## config.mk

```make
export PLATFORM = sky130hd
export DESIGN_NAME = rc4rg_controller
export DESIGN_NICKNAME = d
export VERILOG_FILES = /design/src/hw/rtl/rc4rg_pkg.sv /design/src/hw/rtl/rc4rg_controller.sv
export SDC_FILE = /design/constraint.sdc
export NUM_CORES = 1
export LEC_CHECK = 0
export BUFFER_PORTS_ARGS = -buffer_cell sky130_fd_sc_hd__buf_2
export CORE_MARGIN = 2
export CORE_UTILIZATION = 45
export CTS_BUF_LIST = sky130_fd_sc_hd__clkbuf_8
export CTS_CLUSTER_DIAMETER = 40
export CTS_CLUSTER_SIZE = 28
export DETAILED_ROUTE_END_ITERATION = 10
export PLACE_DENSITY = 0.65
export REMOVE_ABC_BUFFERS = 1
export SKIP_LAST_GASP = 1
export SLEW_MARGIN = 20
export SYNTH_ARGS = -nofsm -noshare
export SYNTH_HDL_FRONTEND = slang
export SYNTH_SLANG_ARGS = --single-unit
```

## constraint.sdc

```tcl
create_clock -name clock -period 1.6 [get_ports clock]
set_input_delay 0.4 -clock clock [delete_from_list [all_inputs] [get_ports clock]]
set_output_delay 0.4 -clock clock [all_outputs]
set_load 0.01 [all_outputs]
```

## src/hw/rtl/rc4rg_pkg.sv

```systemverilog
// Shared types and codes for the RC4 random generator.
package rc4rg_pkg;

   localparam logic [2:0] CMD_KEY   = 3'd0;
   localparam logic [2:0] CMD_STIR  = 3'd1;
   localparam logic [2:0] CMD_BYTE  = 3'd2;
   localparam logic [2:0] CMD_WORD  = 3'd3;
   localparam logic [2:0] CMD_BOUND = 3'd4;

   localparam logic [4:0] OP_NOP        = 5'd0;
   localparam logic [4:0] OP_INIT       = 5'd1;
   localparam logic [4:0] OP_SEED_ID    = 5'd2;
   localparam logic [4:0] OP_PASS_START = 5'd3;
   localparam logic [4:0] OP_RI         = 5'd4;
   localparam logic [4:0] OP_RJ         = 5'd5;
   localparam logic [4:0] OP_WI         = 5'd6;
   localparam logic [4:0] OP_WJ         = 5'd7;
   localparam logic [4:0] OP_PASS_END   = 5'd8;
   localparam logic [4:0] OP_RO         = 5'd9;
   localparam logic [4:0] OP_CAP        = 5'd10;
   localparam logic [4:0] OP_RELOAD     = 5'd11;
   localparam logic [4:0] OP_DEC1       = 5'd12;
   localparam logic [4:0] OP_DEC4       = 5'd13;
   localparam logic [4:0] OP_KEY_WR     = 5'd14;
   localparam logic [4:0] OP_KEY_CLR    = 5'd15;
   localparam logic [4:0] OP_WCLR       = 5'd16;
   localparam logic [4:0] OP_DIV_LIM    = 5'd17;
   localparam logic [4:0] OP_DIV_MOD    = 5'd18;
   localparam logic [4:0] OP_RES_WORD   = 5'd19;
   localparam logic [4:0] OP_RES_REM    = 5'd20;
   localparam logic [4:0] OP_RES_ZERO   = 5'd21;

   localparam logic [1:0] CSR_RESEED = 2'd0;
   localparam logic [1:0] CSR_SEED   = 2'd1;

   localparam logic [23:0] RESEED_RESET = 24'd1600000;

   typedef struct packed {
      logic [4:0] op;
      logic [7:0] cnt;
      logic       mix;
      logic       kmode;
   } dp_cmd_type;

   typedef struct packed {
      logic seeded;
      logic le1;
      logic le4;
      logic bound_small;
      logic rej;
      logic div_busy;
   } dp_status_type;

endpackage

```

## src/hw/rtl/rc4rg_controller.sv

```systemverilog
// Sequencer that drives the datapath through stirs, passes and outputs.
module rc4rg_controller
   import rc4rg_pkg::*;
(
   input  logic          clock,
   input  logic          reset,
   input  logic          start,
   input  logic [2:0]    cmd,
   input  logic          key_last,
   input  logic          out_free,
   input  dp_status_type status,
   output dp_cmd_type    dp_cmd,
   output logic          idle,
   output logic          done
);
   localparam logic [4:0] S_IDLE = 5'd0,  S_DISP = 5'd1,  S_KEYCHK = 5'd2, S_KMIX = 5'd3,
                          S_STIR = 5'd4,  S_INIT = 5'd5,  S_SEEDID = 5'd6, S_PSTART = 5'd7,
                          S_RI = 5'd8,    S_RJ = 5'd9,    S_WI = 5'd10,    S_WJ = 5'd11,
                          S_PEND = 5'd12, S_RELOAD = 5'd13, S_RO = 5'd14,  S_CAP = 5'd15,
                          S_RW = 5'd16,   S_BCHK = 5'd17, S_BGEN = 5'd18,  S_WCHK = 5'd19,
                          S_WGEN = 5'd20, S_REJ = 5'd21,  S_LIMWAIT = 5'd22,
                          S_MODWAIT = 5'd23, S_KEND = 5'd24, S_RZ = 5'd25, S_DONE = 5'd26;

   localparam logic [1:0] P_MIX = 2'd0, P_DISC = 2'd1, P_OUT = 2'd2;
   localparam logic [1:0] R_ZERO = 2'd0, R_KEYMIX = 2'd1, R_BYTE = 2'd2, R_WORD = 2'd3;

   logic [4:0] state_ff, state_in;
   logic [7:0] cnt_ff, cnt_in;
   logic [1:0] bcnt_ff, bcnt_in, phase_ff, phase_in, ret_ff, ret_in;
   logic       kmode_ff, kmode_in;

   always_comb begin
      state_in = state_ff; cnt_in = cnt_ff; bcnt_in = bcnt_ff;
      phase_in = phase_ff; ret_in = ret_ff; kmode_in = kmode_ff;
      dp_cmd.op    = OP_NOP;
      dp_cmd.cnt   = cnt_ff;
      dp_cmd.mix   = (phase_ff == P_MIX);
      dp_cmd.kmode = kmode_ff;
      done = 1'b0;
      unique case (state_ff)
         S_IDLE: if (start) state_in = S_DISP;
         S_DISP: begin
            unique case (cmd)
               CMD_KEY: begin
                  dp_cmd.op = OP_KEY_WR; state_in = S_KEYCHK;
               end
               CMD_STIR: begin
                  ret_in = R_ZERO; state_in = S_STIR;
               end
               CMD_BYTE: state_in = S_BCHK;
               CMD_WORD: state_in = S_WCHK;
               CMD_BOUND: begin
                  if (status.bound_small) begin
                     dp_cmd.op = OP_RES_ZERO; state_in = S_DONE;
                  end else begin
                     dp_cmd.op = OP_DIV_LIM; state_in = S_LIMWAIT;
                  end
               end
               default: begin
                  dp_cmd.op = OP_RES_ZERO; state_in = S_DONE;
               end
            endcase
         end
         S_KEYCHK: begin
            if (!key_last) begin
               state_in = S_RZ;
            end else if (!status.seeded) begin
               ret_in = R_KEYMIX; state_in = S_STIR;
            end else begin
               state_in = S_KMIX;
            end
         end
         S_KMIX: begin
            kmode_in = 1'b1; state_in = S_PSTART;
         end
         S_STIR: begin
            kmode_in = 1'b0; cnt_in = 8'd0;
            state_in = status.seeded ? S_PSTART : S_INIT;
         end
         S_INIT: begin
            dp_cmd.op = OP_INIT; cnt_in = cnt_ff + 8'd1;
            if (cnt_ff == 8'd255) state_in = S_SEEDID;
         end
         S_SEEDID: begin
            dp_cmd.op = OP_SEED_ID; state_in = S_PSTART;
         end
         S_PSTART: begin
            dp_cmd.op = OP_PASS_START; cnt_in = 8'd0; phase_in = P_MIX; state_in = S_RI;
         end
         S_RI: begin
            dp_cmd.op = OP_RI; state_in = S_RJ;
         end
         S_RJ: begin
            dp_cmd.op = OP_RJ; state_in = S_WI;
         end
         S_WI: begin
            dp_cmd.op = OP_WI; state_in = S_WJ;
         end
         S_WJ: begin
            dp_cmd.op = OP_WJ;
            cnt_in = cnt_ff + 8'd1;
            unique case (phase_ff)
               P_MIX:  state_in = (cnt_ff == 8'd255) ? S_PEND : S_RI;
               P_DISC: state_in = (cnt_ff == 8'd255) ? S_RELOAD : S_RI;
               default: state_in = S_RO;
            endcase
         end
         S_PEND: begin
            dp_cmd.op = OP_PASS_END;
            if (kmode_ff) begin
               state_in = S_KEND;
            end else begin
               phase_in = P_DISC; cnt_in = 8'd0; state_in = S_RI;
            end
         end
         S_RELOAD: begin
            dp_cmd.op = OP_RELOAD;
            unique case (ret_ff)
               R_ZERO:   state_in = S_RZ;
               R_KEYMIX: state_in = S_KMIX;
               R_BYTE:   state_in = S_BGEN;
               default:  state_in = S_WGEN;
            endcase
         end
         S_RO: begin
            dp_cmd.op = OP_RO; state_in = S_CAP;
         end
         S_CAP: begin
            dp_cmd.op = OP_CAP;
            if (bcnt_ff != 2'd0) begin
               bcnt_in = bcnt_ff - 2'd1; state_in = S_RI;
            end else if (cmd == CMD_BOUND) begin
               state_in = S_REJ;
            end else begin
               state_in = S_RW;
            end
         end
         S_RW: begin
            dp_cmd.op = OP_RES_WORD; state_in = S_DONE;
         end
         S_BCHK: begin
            if (!status.seeded || status.le1) begin
               ret_in = R_BYTE; state_in = S_STIR;
            end else begin
               dp_cmd.op = OP_DEC1; state_in = S_BGEN;
            end
         end
         S_BGEN: begin
            dp_cmd.op = OP_WCLR; bcnt_in = 2'd0; phase_in = P_OUT; state_in = S_RI;
         end
         S_WCHK: begin
            if (!status.seeded || status.le4) begin
               ret_in = R_WORD; state_in = S_STIR;
            end else begin
               dp_cmd.op = OP_DEC4; state_in = S_WGEN;
            end
         end
         S_WGEN: begin
            bcnt_in = 2'd3; phase_in = P_OUT; state_in = S_RI;
         end
         S_REJ: begin
            if (status.rej) begin
               state_in = S_WCHK;
            end else begin
               dp_cmd.op = OP_DIV_MOD; state_in = S_MODWAIT;
            end
         end
         S_LIMWAIT: if (!status.div_busy) state_in = S_WCHK;
         S_MODWAIT: begin
            if (!status.div_busy) begin
               dp_cmd.op = OP_RES_REM; state_in = S_DONE;
            end
         end
         S_KEND: begin
            dp_cmd.op = OP_KEY_CLR; state_in = S_RZ;
         end
         S_RZ: begin
            dp_cmd.op = OP_RES_ZERO; state_in = S_DONE;
         end
         S_DONE: begin
            if (out_free) begin
               done = 1'b1; state_in = S_IDLE;
            end
         end
         default: state_in = S_IDLE;
      endcase
   end

   always_ff @(posedge clock) begin
      cnt_ff   <= cnt_in;
      bcnt_ff  <= bcnt_in;
      phase_ff <= phase_in;
      ret_ff   <= ret_in;
      kmode_ff <= kmode_in;
      if (reset) begin
         state_ff <= S_IDLE;
      end else begin
         state_ff <= state_in;
      end
   end

   assign idle = (state_ff == S_IDLE);
endmodule

```

==> metrics.md <==
| Metric | Value |
|---|---|
| Netlist cell types | `~60` |
| CP delay by family, top | `simple AND/OR/NAND/NOR gates` |
| Critical path's largest stage delay | `between 0.3 and 0.4 ns` |
| Routed vias | `roughly 2700` |
| Initial DRC count | `between 200 and 300` |
| Post-synthesis sequential area ratio | `0.281` |
| Die height | `approximately 70 um` |
| Post-route setup slack | `-0.517 ns` |
| CTS tree | `built` |
| WP buf/inv | `1` |
| Post-Route WL | `between 8000 and 9000 um` |
| Top_reg_cell synth | `edfxtp_1` |
| Post-synth top cells | `30 x nor2_1, 20 x nand2_1, 17 x o21ai_0, 15 x edfxtp_1` |
| Worst-Margin Slew | `0.412 ns` |
| CTS Sinks | `20` |
| Tmin final | `2.12 ns` |
| Post-Place Setup Slack | `-0.372 ns` |
| Fraction of registers with async set/reset | `0` |
| Area leader, netlist | `edfxtp_1` |
| Arr. time, crit path | `between 1.5 and 2 ns` |
| Core Area | `0.00426 mm2` |
| Min-Delay Path Class | `input pin to flip-flop` |
| #FFs+latches synth | `20` |
| Post-Syn Instances | `about 260` |
| Htree depth | `1` |
| Avg Cell Area, Syn | `7.66 um2` |
| Clock Latency Late Sink | `around 0.27 ns` |
| 1st-pass router iterations | `6` |
| Hold Fails Final Rpt | `0` |
| Endpoint class of the critical path | `output pin` |
| Final core utilization | `0.765` |
| Leakage power | `roughly 0.0014 uW` |
| Post-layout net count | `~400` |
| Clk pwr share | `0.069` |
| P&R area growth vs syn | `66.3%` |
| Worst Clk Skew | `about 0.0020 ns` |
| Global-route wire length before repair | `12000 um` |
| Synthesized area | `between 0.0015 and 0.002 mm2` |
| Relative slew slack | `0.724` |
| Placed cell count | `about 410` |
| Max-cap violations | `0` |
| Final period util | `1.32` |
| Synthesis Warnings | `0` |
| Maximum VDD drop | `roughly 1.1 mV` |
| DIE AREA | `between 0.004 and 0.005 mm2` |
| Pwr dens | `between 1500 and 2000 mW/mm2` |
| Number of global-route vias before repair | `between 2000 and 3000` |
| Post-DP HPWL | `slightly above 5000 um` |
| Pin count of the biggest net entering global routing | `22` |
| IO Pins | `31` |
| Antenna viol nets, final | `0` |
| Initial antenna violation count | `0` |
| Top cells by area, synth | `edfxtp_1 23%, nor2_1 5.7%, dfxtp_1 5.1%` |
| Critical path type | `flip-flop to output pin` |
| Crit path max fanout | `3` |
| F_max | `approximately 470 MHz` |
| CTS Buffer Depth | `2` |
| Max-slew violations | `0` |
| Root buf cell | `clkbuf_8` |
| P_int | `~3300 uW` |
| Initial Util | `0.460` |
| Crit-path slowest cell | `dfxtp_2` |
| Global route overflow | `0` |
| Critical-path cell list | `nand4bb_4, or2_4, a211oi_4, a31oi_2, o311ai_1, buf_2` |
| DR WL/cell | `roughly 19 um` |
| Proportion of power drawn by combinational gates | `0.778` |
| TritonCTS Buffers | `3` |
| Reg power frac | `0.154` |
| Placer Congestion | `0.968` |
| Non-filler cells, final | `about 430` |
| Vias/cell | `6.26` |
| NetSw | `between 2000 and 3000 uW` |
| Worst Path Required | `around 1.2 ns` |
| RSZ-0062 raised after global routing | `yes` |
| Gr usage total | `0.308` |
| Failing checks | `negative setup slack` |
| Fraction of layout cells with a size suffix above 1 | `0.479` |
| DRC | `0` |
| Hold buffers post-CTS | `0` |
| Row count | `24` |
| Count of input and output buffers | `30` |
| Number of flops mapped to enable cells by yosys | `15` |
| CTS clock-pin slew for the worst setup and hold paths | `0.08 ns` |
| Startpoint types | `flip-flop` |
| Net Sw Frac | `0.448` |
| Endpoints failing setup | `27` |
| Most common cell in the netlist | `nor2_1` |
| Status | `finished with violations` |
| Ant diodes | `0` |
| Synth top area share | `0.230` |
| Die span in x | `about 70 um` |
[through the flow]
stage          hold WS (ns)  cell area, um2  total power [uW]  TNS [ns]
2_1_floorplan         0.503            1860              2600    -10.45
3_3_place_gp          0.635            2730              4410     -5.90
3_5_place_dp          0.624            2730              4450     -6.45
4_1_cts               0.342            3000              5270     -4.98
5_1_grt               0.363            3260              6340     -8.03
6_report              0.338            3260              6030     -6.94
[worst paths after layout]
path	startpoint	cells after the start	slack, ns	to
worst max-delay path	state_ff[3]	6	-0.52	dp_cmd[13]
worst max register to register	state_ff[1]	10	-0.42	ret_ff[0]
worst min register to register	cnt_ff[0]	2	0.69	cnt_ff[0]
worst min-delay path	out_free	2	0.34	state_ff[3]
[state kept, by name, indices dropped and copies added, names as in the netlist]
register / flops
bcnt_ff: 2
cnt_ff: 8
kmode_ff: 1
phase_ff: 2
ret_ff: 2
state_ff: 5
[power groups by stage]
stage          registers (uW)  clock network (uW)  logic (uW)
3_3_place_gp              894                   0        3520
3_5_place_dp              899                   0        3550
4_1_cts                   933                 410        3930
5_1_grt                   942                 432        4970
6_report                  927                 415        4690
2_1_floorplan            1170                   0        1430
[worst register-to-register path, cell delays in order (launching register included)]
cell and delay (ns):
dfxtp_4 0.38, buf_4 0.15, nor2b_2 0.19, a211oi_4 0.06
buf_4 0.14, buf_4 0.12, buf_4 0.12, buf_4 0.12
buf_4 0.12, a311oi_2 0.22, buf_4 0.15
[cell families (layout without fill, tap and decap cells)]
kind of cell | count (synthesis) | in the layout | synth area share
mux | 1 | 1 | 0.00511
simple gates | 113 | 113 | 0.306
buf+inv | 33 | 157 | 0.0798
flops | 20 | 20 | 0.281
compound gates | 75 | 75 | 0.254
xor+xnor | 8 | 8 | 0.0357
fa+ha+maj | 6 | 6 | 0.0383
[layout by cell type (no fill, tap or decap), types with 5 or more instances in the layout]
cell      count
a21o_1        5
a21oi_1      11
a31oi_1       7
buf_2        29
buf_4        93
buf_6        14
edfxtp_1     15
ha_1          6
inv_1        13
nand2_1      19
nand2b_1      8
nand3_1      10
nor2_1       28
nor3_1        5
o21ai_0      13
xnor2_1       6
[routing by layer]
layer,routed length [um],track usage
met4,512,0.158
met1,2940,0.373
met3,677,0.0361
met5,0,0
met2,3940,0.535
[repair_timing]
item | 4_1_cts | 5_1_grt
pin swaps | 10 | 13
buffers inserted | 15 | 9
hold endpoints to repair | 0 | 0
resized for setup | 37 | 38
endpoints found under the setup margin | 36 | 36
[area by class of cell]
cell class,count,area (um2)
well taps,52,65.1
clock buffers,4,55.1
inverters,14,52.6
repair buffers,139,1060
fillers,294,1000
flip-flops and latches,20,564
multi-input cells,203,1470
Power figures use the tool's default switching activity.
